File: src/design/pcrs_pkg.sv
package pcrs_pkg;

   localparam int COUNT_WIDTH = 16;
   localparam int CFG_WIDTH   = 16;
   localparam int CSR_INDEX_WIDTH = 2;

   localparam logic [32:0] COUNT_MAX_WIDE = (33'd1 << COUNT_WIDTH) - 33'd1;

   typedef logic [COUNT_WIDTH-1:0] count_type;

   typedef enum logic [2:0] {
      PH_IDLE   = 3'd0,
      PH_CUT    = 3'd1,
      PH_WAIT1  = 3'd2,
      PH_BUTTON = 3'd3,
      PH_WAIT2  = 3'd4
   } phase_type;

   typedef enum logic [CSR_INDEX_WIDTH-1:0] {
      CSR_CUT_PULSE    = 2'd0,
      CSR_BUTTON_PULSE = 2'd1,
      CSR_WAIT_POWER   = 2'd2
   } csr_index_type;

   localparam logic OP_TICK  = 1'b0;
   localparam logic OP_START = 1'b1;

   typedef struct packed {
      logic op;
      logic power_sense_n;
   } req_type;

   typedef struct packed {
      logic       cut_power;
      logic       press_button;
      logic       busy_res;
      logic       done_res;
      logic [2:0] phase;
   } rsp_type;

   typedef struct packed {
      logic [CFG_WIDTH-1:0] cut_pulse_ticks;
      logic [CFG_WIDTH-1:0] button_pulse_ticks;
      logic [CFG_WIDTH-1:0] wait_power_ticks;
   } cfg_type;

   // clamp a register value to the countdown range
   function automatic count_type load_value(input logic [CFG_WIDTH-1:0] v);
      logic [32:0] wide;
      wide = 33'(v);
      if (wide > COUNT_MAX_WIDE) begin
         return COUNT_WIDTH'(COUNT_MAX_WIDE);
      end
      return COUNT_WIDTH'(wide);
   endfunction

endpackage

File: src/design/pcrs_csr.sv
module pcrs_csr
   import pcrs_pkg::*;
(
   input  logic                       clock,
   input  logic                       reset,
   input  logic                       csr_valid,
   output logic                       csr_ready,
   input  logic [CSR_INDEX_WIDTH-1:0] csr_index,
   input  logic [CFG_WIDTH-1:0]       csr_data,
   output cfg_type                    cfg
);

   cfg_type cfg_ff;
   cfg_type cfg_in;

   assign csr_ready = 1'b1;
   assign cfg       = cfg_ff;

   always_comb begin
      cfg_in = cfg_ff;
      if (csr_valid) begin
         unique case (csr_index)
            CSR_CUT_PULSE:    cfg_in.cut_pulse_ticks    = csr_data;
            CSR_BUTTON_PULSE: cfg_in.button_pulse_ticks = csr_data;
            CSR_WAIT_POWER:   cfg_in.wait_power_ticks   = csr_data;
            default:          cfg_in = cfg_ff;
         endcase
      end
   end

   always_ff @(posedge clock) begin
      if (reset) begin
         cfg_ff.cut_pulse_ticks    <= CFG_WIDTH'(1000);
         cfg_ff.button_pulse_ticks <= CFG_WIDTH'(500);
         cfg_ff.wait_power_ticks   <= CFG_WIDTH'(5000);
      end else begin
         cfg_ff <= cfg_in;
      end
   end

endmodule

File: src/design/pcrs_core.sv
module pcrs_core
   import pcrs_pkg::*;
(
   input  logic    clock,
   input  logic    reset,
   input  logic    accept,
   input  req_type req,
   input  cfg_type cfg,
   output rsp_type rsp
);

   phase_type phase_ff;
   phase_type phase_in;
   count_type count_ff;
   count_type count_in;
   logic      cut_ff;
   logic      cut_in;
   logic      button_ff;
   logic      button_in;
   logic      done;
   count_type count_dec;

   assign count_dec = (count_ff == '0) ? count_ff : count_ff - COUNT_WIDTH'(1);

   // next state
   always_comb begin
      phase_in  = phase_ff;
      count_in  = count_ff;
      cut_in    = cut_ff;
      button_in = button_ff;
      done      = 1'b0;
      if (req.op == OP_START) begin
         if (phase_ff == PH_IDLE) begin
            cut_in   = 1'b1;
            count_in = load_value(cfg.cut_pulse_ticks);
            phase_in = PH_CUT;
         end
      end else begin
         unique case (phase_ff)
            PH_IDLE: begin
            end
            PH_CUT, PH_BUTTON: begin
               count_in = count_dec;
               if (count_dec <= COUNT_WIDTH'(1)) begin
                  if (phase_ff == PH_CUT) begin
                     cut_in   = 1'b0;
                     phase_in = PH_WAIT1;
                  end else begin
                     button_in = 1'b0;
                     phase_in  = PH_WAIT2;
                  end
                  count_in = load_value(cfg.wait_power_ticks);
               end
            end
            PH_WAIT1, PH_WAIT2: begin
               if (count_ff > COUNT_WIDTH'(1) && !req.power_sense_n) begin
                  phase_in = PH_IDLE;
                  count_in = '0;
                  done     = 1'b1;
               end else begin
                  count_in = count_dec;
                  if (count_dec <= COUNT_WIDTH'(1)) begin
                     if (phase_ff == PH_WAIT1) begin
                        button_in = 1'b1;
                        count_in  = load_value(cfg.button_pulse_ticks);
                        phase_in  = PH_BUTTON;
                     end else begin
                        cut_in   = 1'b1;
                        count_in = load_value(cfg.cut_pulse_ticks);
                        phase_in = PH_CUT;
                     end
                  end
               end
            end
            default: begin
               phase_in  = PH_IDLE;
               count_in  = '0;
               cut_in    = 1'b0;
               button_in = 1'b0;
            end
         endcase
      end
   end

   // result
   always_comb begin
      rsp.cut_power    = cut_in;
      rsp.press_button = button_in;
      rsp.busy_res     = (phase_in != PH_IDLE);
      rsp.done_res     = done;
      rsp.phase        = phase_in;
   end

   always_ff @(posedge clock) begin
      if (reset) begin
         phase_ff  <= PH_IDLE;
         count_ff  <= '0;
         cut_ff    <= 1'b0;
         button_ff <= 1'b0;
      end else if (accept) begin
         phase_ff  <= phase_in;
         count_ff  <= count_in;
         cut_ff    <= cut_in;
         button_ff <= button_in;
      end
   end

   a_levels_exclusive: assert property (@(posedge clock) disable iff (reset)
      !(cut_ff && button_ff))
      else $error("cut and button asserted together");

   a_idle_released: assert property (@(posedge clock) disable iff (reset)
      (phase_ff == PH_IDLE) |-> (!cut_ff && !button_ff))
      else $error("output held while idle");

   a_start_enters_cut: assert property (@(posedge clock) disable iff (reset)
      (accept && req.op == OP_START && phase_ff == PH_IDLE)
      |=> (phase_ff == PH_CUT && cut_ff))
      else $error("start did not enter cut phase");

   a_done_goes_idle: assert property (@(posedge clock) disable iff (reset)
      (accept && done) |=> (phase_ff == PH_IDLE && count_ff == '0))
      else $error("done without returning idle");

endmodule

File: src/design/pcrs_out_skid.sv
module pcrs_out_skid
   import pcrs_pkg::*;
(
   input  logic    clock,
   input  logic    reset,
   input  logic    in_valid,
   output logic    in_stall,
   input  rsp_type in_data,
   output logic    rsp_valid,
   input  logic    rsp_stall,
   output rsp_type rsp_data
);

   logic    out_valid_ff;
   logic    out_valid_in;
   rsp_type out_data_ff;
   rsp_type out_data_in;
   logic    skid_valid_ff;
   logic    skid_valid_in;
   rsp_type skid_data_ff;
   rsp_type skid_data_in;
   logic    out_free;

   assign in_stall  = skid_valid_ff;
   assign rsp_valid = out_valid_ff;
   assign rsp_data  = out_data_ff;
   assign out_free  = !out_valid_ff || !rsp_stall;

   always_comb begin
      out_valid_in  = out_valid_ff;
      out_data_in   = out_data_ff;
      skid_valid_in = skid_valid_ff;
      skid_data_in  = skid_data_ff;
      if (out_free) begin
         out_valid_in  = skid_valid_ff || in_valid;
         out_data_in   = skid_valid_ff ? skid_data_ff : in_data;
         skid_valid_in = 1'b0;
      end else if (in_valid) begin
         skid_valid_in = 1'b1;
         skid_data_in  = in_data;
      end
   end

   always_ff @(posedge clock) begin
      if (reset) begin
         out_valid_ff  <= 1'b0;
         skid_valid_ff <= 1'b0;
      end else begin
         out_valid_ff  <= out_valid_in;
         skid_valid_ff <= skid_valid_in;
      end
   end

   always_ff @(posedge clock) begin
      out_data_ff  <= out_data_in;
      skid_data_ff <= skid_data_in;
   end

   a_skid_behind_out: assert property (@(posedge clock) disable iff (reset)
      skid_valid_ff |-> out_valid_ff)
      else $error("skid holds a transaction while output is empty");

   a_no_accept_when_full: assert property (@(posedge clock) disable iff (reset)
      skid_valid_ff |-> !in_valid)
      else $error("transaction pushed into full buffer");

endmodule

File: src/design/power_cycle_reboot_sequencer.sv
// power cycle reboot sequencer
//
// req channel: one transaction per event, op 0 is a time tick, op 1 starts
// a reboot sequence; power_sense_n is the host power pin (low = power on)
// rsp channel: one transaction per accepted req, showing the cut and button
// output levels, busy, done and the phase after that event
// csr channel: writes cut_pulse_ticks (0), button_pulse_ticks (1) and
// wait_power_ticks (2); csr_ready is always high, index 3 is dropped
//
// response: registered in the output register, or the skid entry if stalled
// throughput: one transaction per cycle while req_stall is low, set by the
// single state update between the sequencer and response registers
// stall: a two-entry response buffer absorbs one extra transaction; once
// both entries hold data req_stall rises until rsp_stall drops
// reset: the sequencer returns to idle with both outputs released, the
// buffer empties and the timing registers reload 1000, 500 and 5000
module power_cycle_reboot_sequencer
   import pcrs_pkg::*;
(
   input  logic                       clock,
   input  logic                       reset,
   input  logic                       req_valid,
   output logic                       req_stall,
   input  req_type                    req_data,
   output logic                       rsp_valid,
   input  logic                       rsp_stall,
   output rsp_type                    rsp_data,
   input  logic                       csr_valid,
   output logic                       csr_ready,
   input  logic [CSR_INDEX_WIDTH-1:0] csr_index,
   input  logic [CFG_WIDTH-1:0]       csr_data
);

   cfg_type cfg;
   rsp_type core_rsp;
   logic    accept;

   assign accept = req_valid && !req_stall;

   pcrs_csr u_csr (
      .clock     (clock),
      .reset     (reset),
      .csr_valid (csr_valid),
      .csr_ready (csr_ready),
      .csr_index (csr_index),
      .csr_data  (csr_data),
      .cfg       (cfg)
   );

   pcrs_core u_core (
      .clock  (clock),
      .reset  (reset),
      .accept (accept),
      .req    (req_data),
      .cfg    (cfg),
      .rsp    (core_rsp)
   );

   pcrs_out_skid u_out (
      .clock     (clock),
      .reset     (reset),
      .in_valid  (accept),
      .in_stall  (req_stall),
      .in_data   (core_rsp),
      .rsp_valid (rsp_valid),
      .rsp_stall (rsp_stall),
      .rsp_data  (rsp_data)
   );

endmodule
File: config.mk
export PLATFORM = sky130hd
export DESIGN_NAME = power_cycle_reboot_sequencer
export DESIGN_NICKNAME = d
export VERILOG_FILES = /design/src/design/pcrs_pkg.sv /design/src/design/pcrs_csr.sv /design/src/design/pcrs_core.sv /design/src/design/pcrs_out_skid.sv /design/src/design/power_cycle_reboot_sequencer.sv
export SDC_FILE = /design/constraint.sdc
export NUM_CORES = 1
export LEC_CHECK = 0
export BUFFER_PORTS_ARGS = -buffer_cell sky130_fd_sc_hd__buf_2
export CORE_ASPECT_RATIO = 1.5
export CORE_UTILIZATION = 55
export DETAILED_ROUTE_END_ITERATION = 6
export PLACE_DENSITY = 0.74
export SLEW_MARGIN = 0
export SYNTH_ARGS = -nofsm -noshare
export SYNTH_HDL_FRONTEND = slang
export SYNTH_HIERARCHICAL = 1
export SYNTH_SLANG_ARGS = --single-unit
export TNS_END_PERCENT = 5
File: constraint.sdc
create_clock -name clock -period 9 [get_ports clock]
set_clock_uncertainty 0.1 [all_clocks]
set_input_delay 1.35 -clock clock [delete_from_list [all_inputs] [get_ports clock]]
set_output_delay 1.35 -clock clock [all_outputs]
set_load 0.02 [all_outputs]
### Yosys cells after proc, flatten, opt, wreduce, memory -nomap -nowiden

Cells that the tools add are included.

| operators by class | value |
|---|---|
| add/sub/neg operators | 1 |
| muxes and demuxes | 35 |
| reductions and logical operators | 20 |
| eq/ne operators | 8 |
| magnitude comparators | 2 |
| bitwise operators | 1 |

Operators with widths:

| cell | count |
|---|---|
| $mux 16 | 7 |
| $pmux 16 s3 | 1 |
| $mux 3 | 6 |
| $gt 16x1->1 const B | 1 |
| $le 16x1->1 const B | 1 |
| $logic_not 16->1 | 1 |
| $mux 1 | 16 |
| $sub 16x1->16 const B | 1 |
| $pmux 3 s3 | 1 |
| $reduce_and 2->1 | 4 |
| $mux 7 | 1 |
| $eq 3x2->1 const B | 2 |
| $pmux 1 s3 | 2 |
| $reduce_or 2->1 | 3 |
| $logic_not 1->1 | 4 |
| $eq 3x1->1 const B | 1 |
| $eq 3x3->1 const B | 1 |
| $logic_not 3->1 | 1 |
| $reduce_and 3->1 | 1 |
| $reduce_bool 3->1 | 1 |
| $eq 2x1->1 const B | 1 |
| $eq 2x2->1 const B | 1 |
| $logic_and 1x1->1 | 2 |
| $logic_not 2->1 | 1 |
| 5 further kinds | 6 |

| word-level totals | value |
|---|---|
| logic and storage cells | 86 |
| output and inout port bits | 10 |
| input port bits | 25 |
| register bits after elaboration | 85 |

### Depth between registers and ports, before layout

Gate-level depths: netlist (run 1).

| depth | value |
|---|---|
| depth in word-level cells | 9 |
| depth in mapped cells | 13 |

### Cells and area by module

Netlist (run 1), hierarchy kept.

By module, submodules not included:

| module | cells an instance | area each (µm²) | instances |
|---|---|---|---|
| pcrs_core | 316 | 2,296.0 | 1 |
| pcrs_csr | 189 | 1,958.1 | 1 |
| pcrs_out_skid | 29 | 600.6 | 1 |
| power_cycle_reboot_sequencer | 1 | 13.8 | 1 |

### Worst setup path after synthesis (run 1)

No wires, ideal clock.

| timing path | value |
|---|---|
| path type | register to register |
| start | register u_core.count_ff[0] |
| end | register u_out.out_data_ff (netlist bit u_out/rsp_data[6]) (data pin) |
| cell stages (with the launch flop) | 14 |
| arrival | 3.234 ns |
| clock period less this slack | 3.594 ns |
| path slack | 5.406 ns |
| required time | 8.640 ns |
| path through | dfxtp_1 > inv_1 > ha_1 > or3b_2 > a2111oi_2 > nand2_1 > xnor2_2 > nor4_4 > buf_2 > nand2_1 > o21ai_0 > a22oi_1 > buf_4 > mux2_4 |

| on the way | value |
|---|---|
| cells in the longest elaborated chain, start to end | 8 |
| elaborated cells on any way between the ends | 12 |
| those cells by class | 1 x add/sub; 2 x order compare; 7 x mux; 2 x reduce/logical |

RTL lines:

| item | line | source |
|---|---|---|
| start, declared | pcrs_core.sv:14 | `count_type count_ff;` |
| start signal, assigned | pcrs_core.sv:102 | `count_ff <= count_in;` |
| $sub 16x1->16 / $logic_not 16->1 (equally long branches) | pcrs_core.sv:23 | `assign count_dec = (count_ff == '0) ? count_ff : count_ff - COUNT_WIDTH'(1);` |
| $mux 16 | pcrs_core.sv:23 |  |
| $le 16x1->1 | pcrs_core.sv:44, pcrs_core.sv:62 |  |
| $mux 1 | pcrs_core.sv:62 | `if (count_dec <= COUNT_WIDTH'(1)) begin` |
| $mux 1 | pcrs_core.sv:56 | `if (count_ff > COUNT_WIDTH'(1) && !req.power_sense_n) begin` |
| $pmux 1 s3 * | pcrs_core.sv:39 | `unique case (phase_ff)` |
| $mux 1 * | pcrs_core.sv:32 | `if (req.op == OP_START) begin` |
| net u_core.cut_in | pcrs_core.sv:17 | `logic cut_in;` |
| $mux 7 * | pcrs_out_skid.sv:36 | `out_data_in = skid_valid_ff ? skid_data_ff : in_data;` |
| end signal, assigned | pcrs_out_skid.sv:55 | `out_data_ff <= out_data_in;` |
| end, declared | pcrs_out_skid.sv:16 | `rsp_type out_data_ff;` |

The timed path passes the listed nets; every way through them passes the cells marked *.
A chain may end at the register's enable or synchronous reset.

==> metrics.yaml, run 1 <==
num-fill-cells: 745
final_nets: 567
yosysSeqAreaShare: 0.378
numCtsBuffers: 9
clockRootBuffer: "clkbuf_16"
antenna_cells: 0
worst_pin_slew_ns: 1.11
synth_ff_type: "dfxtp_1"
final_max_slew_viol_count: 0
syn_nets: 563
synth.distinct_cells: 70
worstPathRequired_ns: 8.99
vias: 3995
drc: 0
use_met2: 0.471
worstSkewPairLatency_ns: 0.34
status: "complete, no violations"
synthToLayoutAreaGrowth_pct: 8.64
grt_pass1_wl_um: 19400
max_freq_ghz: 0.254
grt_util_met1: 0.336
cts.repair.resized: 0
globalplace.congestion: 0.916
ir_drop_v: 0.000148
relSlewSlack: 0.254
syn_inst: 535
routed_wl_um: 11600
ctsLongestPathBuffers: 2
wl_per_cell_um: 17.8
hold_path_depth: 2
synth_edf_count: 14
leakagePower_nw: 2.18
hold_viol: 0
cts_tree: "done"
grt_pass1_vias: 3905
start_util: 0.572
crit_fanout: 21
cts_hold_buf: 0
num_io_pins: 35
critPathCaptureType: "flop"
fp-row-count: 41
critical_path_class: "flop to flop"
synth-seq-cells: 85
powerDensity_nw_per_um2: 206
detail-route-antenna-nets: 0
dpl_cell_area_um2: 4970
setup_violations: 0
busiest_layer: "met2"
final_layout_size_suffix_gt1_frac: 0.153
syn_area_um2: 4870
avgSynthCellArea_um2: 9.10
first_iter_violations: 339
design.die.area_um2: 9240
die_h_um: 117
min_path_type: "flop to flop"
setup_tns_ns: 0
clk_pin_slew_worst_paths_ns: 0.06
most-common-layout-cells: "71 x dfxtp_1, 60 x mux2i_1, 54 x nor2_1"
period_needed_ns: 3.94
met3_usage: 0.0496
antenna_found_initial: 0
viasPerCell: 6.14
ff2ff_path_depth: 12
async_reset_ff_frac: 0
die_x_um: 78.8
clock_sinks: 85
final_common_cell: "dfxtp_1"
grt.overflow.total: 0
grt_setup_unrepaired: "no"
grt_usage: 0.272
crit_arrival_ns: 3.93
port_buffers: 33
startpoint_type: "flop"
drv_cap: 0
firstDrtPassIters: 5
htree_levels: 3
hpwl_um: 8260
period_share: 0.437
yosysWarnings: 6
post-route-cell-area_um2: 5290
postCtsSetupRepairBufs: 0
grt_max_degree: 89
core_um2: 8520
## cell usage after synthesis, types with 4 or more instances
cell      number  area share
nand2_1       30       0.023
edfxtp_1      14       0.086
nor2_1        54       0.042
xnor2_1        8       0.014
dfxtp_1       71        0.29
nor4_1         6      0.0077
buf_6          4      0.0093
nand3_1        5      0.0051
mux2i_1       60        0.12
buf_2         10       0.010
o21ai_0       27       0.028
mux2_4         7       0.022
buf_4          6      0.0093
a32oi_1        4      0.0072
o31a_1         4      0.0072
a211oi_1      11       0.017
nor3_1        12       0.012
o22ai_1        9       0.012
nand2b_1      50       0.064
inv_1         10      0.0077
a21oi_1       27       0.028
clkbuf_1      24       0.019
nand4_1        5      0.0064
## metrics by stage
stage          instances  power (mW)  worst slack (ns)  utilization  hold slack (ns)
2_1_floorplan        535       0.646              5.41            -            0.348
3_3_place_gp         635       0.698              5.20        0.584            0.361
3_5_place_dp         635       0.704              5.10        0.584            0.365
4_1_cts              651        1.09              5.08        0.621            0.380
5_1_grt              651        1.14              4.76        0.621            0.403
6_report             651        1.09              5.06        0.621            0.381
## cell families (layout without fill, tap and decap cells)
kind of cell | count (synthesis) | in the layout | share of synthesized area
and+or+nand+nor | 200 | 200 | 0.235
AOI/OAI and AO/OA | 112 | 112 | 0.152
buffers and inverters | 54 | 63 | 0.0550
muxes | 67 | 67 | 0.145
adders and majority gates | 3 | 3 | 0.00771
xor gates and xnor gates | 13 | 13 | 0.0265
other | 1 | 1 | 0.000770
DFF | 85 | 85 | 0.378
## report_power, final
| part | total [mW] | switching (mW) | internal, mW |
|---|---|---|---|
| sequential | 0.430 | 0.0227 | 0.407 |
| clock | 0.391 | 0.148 | 0.243 |
| combinational | 0.271 | 0.162 | 0.109 |
| total | 1.09 | 0.333 | 0.759 |
## path summary, 6_finish.rpt
check	startpoint	end	slack, ns
worst max-delay path	u_core/count_ff[0]$_SDFFE_PP0P_	u_out/rsp_data[4]$_DFFE_PP_	5.06
worst min-delay path	u_csr/cfg[0]$_SDFFE_PP0P_	u_csr/cfg[0]$_SDFFE_PP0P_	0.38
worst max register to register	u_core/count_ff[0]$_SDFFE_PP0P_	u_out/rsp_data[4]$_DFFE_PP_	5.06
worst min register to register	u_csr/cfg[0]$_SDFFE_PP0P_	u_csr/cfg[0]$_SDFFE_PP0P_	0.38
## sequential cells by signal (all words and copies together) (netlist names)
signal,count
u_csr/cfg,48
u_core/count_ff,16
u_out/rsp_data,7
u_out/skid_data_ff,7
u_core/phase_ff,3
u_core/button_ff,1
u_core/cut_ff,1
u_out/in_stall,1
u_out/rsp_valid,1
## cell type report
type / count / area (µm²) / area share
clock inverters: 6 / 87.6 / 0.0166
multi-input cells: 396 / 2760 / 0.523
repair buffers: 37 / 195 / 0.0369
inverters: 10 / 37.5 / 0.00710
well taps: 107 / 134 / 0.0253
clock buffers: 10 / 229 / 0.0433
flip-flops and latches: 85 / 1840 / 0.348
## worst max-delay path, cell delays in order (launching register included)
cell and delay, ns:
dfxtp_1 0.37, inv_1 0.14, ha_1 0.25, or3b_2 0.54
a2111oi_2 0.48, nand2_1 0.16, xnor2_2 0.21, nor4_4 0.28
buf_4 0.30, nor2_1 0.11, o21ai_0 0.28, nand4_1 0.17
mux2_4 0.29
## layer usage
layer	routed length, µm	share of wire
met5	0	0
met4	308	0.027
met3	685	0.059
met2	5660	0.49
met1	4920	0.43
No activity file was read; power rests on OpenSTA's default activity.
==> run 2: changes to the inputs <==
==> constraint.sdc (replaced) <==
create_clock -name clock -period 4.1 [get_ports clock]
set_clock_uncertainty 0.1 [all_clocks]
set_input_delay 0.615 -clock clock [delete_from_list [all_inputs] [get_ports clock]]
set_output_delay 0.615 -clock clock [all_outputs]
set_load 0.02 [all_outputs]
==> run 2 against run 1 <==
  * Critical path depth decreased by 1
  * Die area unchanged
  * Worst setup slack lost 4.8 ns
  * Global-route usage up 0.24 points
  * Cell count is 0.77% higher
  * Fmax grew 3.7%
  * Highest routed layer unchanged
==> metrics.yaml, run 2 (synthesis results as in run 1) <==
status: "complete, no violations"  # unchanged
endpoint: "u_out/rsp_data[6]$_DFFE_PP_"  # was u_out/rsp_data[4]$_DFFE_PP_
final_max_slew_viol_count: 0  # unchanged
design.die.area_um2: 9240  # unchanged
numCtsBuffers: 9  # unchanged
crit_fanout: 7  # was 21
drc: 0  # unchanged
port_buffers: 33  # unchanged
met3_length_um: 627  # was 685 µm
grt_pass1_wl_um: 19600  # was 19,400 µm
crit_arrival_ns: 3.78  # was 3.93 ns
globalplace.congestion: 0.905  # was 0.916
fp-row-count: 41  # unchanged
clockRootBuffer: "clkbuf_16"  # unchanged
die_x_um: 78.8  # unchanged
hold_path_depth: 2  # unchanged
reg2reg_slack_ns: 0.31  # was 5.06 ns
place_inst: 640  # was 635
grt_max_degree: 60  # was 89
most-common-layout-cells: "71 x dfxtp_1, 60 x mux2i_1, 54 x nor2_1"  # unchanged
period_share: 0.925  # was 0.437
worst_pin_slew_ns: 1.15  # was 1.11 ns
clock_sinks: 85  # unchanged
synthToLayoutAreaGrowth_pct: 8.76  # was 8.64%
setup_tns_ns: 0  # unchanged
powerDensity_nw_per_um2: 442  # was 206 nW/µm²
final_common_cell: "dfxtp_1"  # unchanged
ir_drop_v: 0.000274  # was 0.000148 V
start_util: 0.572  # unchanged
p_int_mw: 1.62  # was 759 µW
wl_met2_um: 5730  # was 5660 µm
setup_violations: 0  # unchanged
power_switching_share: 0.310  # was 0.305
stdcell_count: 656  # was 651
cts_tree: "done"  # unchanged
die_h_um: 117  # unchanged
antenna_cells: 0  # unchanged
grt.overflow.total: 0  # unchanged
grt_setup_unrepaired: "no"  # unchanged
r2r-end: "u_out/rsp_data[6]$_DFFE_PP_"  # was u_out/rsp_data[4]$_DFFE_PP_
ctsLongestPathBuffers: 2  # unchanged
core_um2: 8520  # unchanged
switchingPower_uw: 727  # was 333 µW
routed_wl_um: 11900  # was 11,600 µm
top_layer_used: "met4"  # unchanged
crit_start: "u_core/count_ff[0]$_SDFFE_PP0P_"  # unchanged
grt_usage: 0.275  # was 0.272
num_io_pins: 35  # unchanged
startpoint_type: "flop"  # unchanged
p_comb_frac: 0.262  # was 0.249
max_freq_ghz: 0.264  # was 0.254 GHz
detail-route-antenna-nets: 0  # unchanged
drv_cap: 0  # unchanged
r2r_start: "u_core/count_ff[0]$_SDFFE_PP0P_"  # unchanged
critical_path_class: "flop to flop"  # unchanged
grt_pass1_vias: 3861  # was 3,905
viasPerCell: 6.19  # was 6.14
ff2ff_path_depth: 11  # was 12
m1WireLength_um: 5170  # was 4920 µm
power_frac_clock: 0.337  # was 0.358
period_needed_ns: 3.79  # was 3.94 ns
pwr-share-seq: 0.401  # was 0.394
postCtsSetupRepairBufs: 0  # unchanged
worstPathRequired_ns: 4.09  # was 8.99 ns
cts_hold_buf: 0  # unchanged
htree_levels: 3  # unchanged
clk_pin_slew_worst_paths_ns: 0.06  # about the same
largest_reg_flops: 48  # unchanged
final_layout_size_suffix_gt1_frac: 0.158  # was 0.153
leakagePower_nw: 2.20  # was 2.18 nW
vias: 4062  # was 3,995
first_iter_violations: 512  # was 339
cts.repair.resized: 0  # unchanged
hpwl_um: 8480  # was 8260 µm
critPathCaptureType: "flop"  # unchanged
hold_viol: 0  # unchanged
relSlewSlack: 0.233  # was 0.254
wl_per_cell_um: 18.1  # was 17.8 µm
min_path_type: "flop to flop"  # unchanged
worstSkewPairLatency_ns: 0.34  # about the same
final_nets: 572  # was 567
antenna_found_initial: 0  # unchanged
firstDrtPassIters: 5  # unchanged
==> run 2: cell types whose count changed in the layout (fill, tap and decap cells not counted), sizes merged <==
| cell | delta |
|---|---|
| clkinvlp | -2 |
| bufinv | -1 |
| buf | +5 |
| clkbuf | +2 |
| clkinv | +1 |
==> run 2: power by group through the flow <==
stage	clock [mW]	sequential (mW)	combinational (mW)
3_3_place_gp	0	0.953	0.590
5_1_grt	0.831	0.945	0.664
4_1_cts	0.798	0.938	0.602
2_1_floorplan	0	0.947	0.471
3_5_place_dp	0	0.956	0.596
6_report	0.790	0.939	0.614
==> run 2: worst max-delay path, cell delays in order, from the launching register on <==
cell	delay, ns
dfxtp_1	0.37
inv_1	0.15
ha_1	0.24
or3b_2	0.54
a2111oi_2	0.46
nand2_1	0.16
xnor2_2	0.20
nor4_4	0.46
nand2_1	0.13
o21ai_0	0.27
a22oi_1	0.17
mux2_4	0.31
==> run 2: metal layers <==
| layer | track usage | vias to the layer above |
|---|---|---|
| met5 | 0 | - |
| met4 | 0.142 | 0 |
| met3 | 0.0349 | 29 |
| met2 | 0.459 | 166 |
| met1 | 0.348 | 1936 |
| li1 | - | 1931 |
==> run 2: worst min path at each step <==
stage / startpoint / end / slack, ns
2_1_floorplan: u_csr/cfg[19]$_SDFFE_PP0P_ / u_csr/cfg[19]$_SDFFE_PP0P_ / 0.35
3_3_place_gp: u_csr/cfg[25]$_SDFFE_PP0P_ / u_csr/cfg[25]$_SDFFE_PP0P_ / 0.36
3_5_place_dp: u_csr/cfg[27]$_SDFFE_PP0P_ / u_csr/cfg[27]$_SDFFE_PP0P_ / 0.37
4_1_cts: u_csr/cfg[11]$_SDFFE_PP0P_ / u_csr/cfg[11]$_SDFFE_PP0P_ / 0.38
5_1_grt: u_csr/cfg[30]$_SDFFE_PP0P_ / u_csr/cfg[30]$_SDFFE_PP0P_ / 0.40
6_report: u_csr/cfg[27]$_SDFFE_PP0P_ / u_csr/cfg[27]$_SDFFE_PP0P_ / 0.38
==> run 2: layout make-up <==
type                       instances  area [µm²]
sequential                        85        1840
clock inverter                     4        48.8
inverter                          10        37.5
multi-input combinational        396        2760
fill                             754        3220
tap                              107         134
timing repair buffer              42         233
clock buffer                      12         236
==> run 2: per-stage QoR <==
stage / utilization / cell area, µm² / total power [mW] / worst slack [ns] / hold slack (ns)
3_5_place_dp: 0.588 / 5010 / 1.55 / 0.314 / 0.369
5_1_grt: 0.622 / 5300 / 2.44 / 0.0111 / 0.402
2_1_floorplan: - / 4870 / 1.42 / 0.506 / 0.348
4_1_cts: 0.622 / 5300 / 2.34 / 0.276 / 0.380
3_3_place_gp: 0.588 / 5010 / 1.54 / 0.388 / 0.361
6_report: 0.622 / 5300 / 2.34 / 0.306 / 0.380
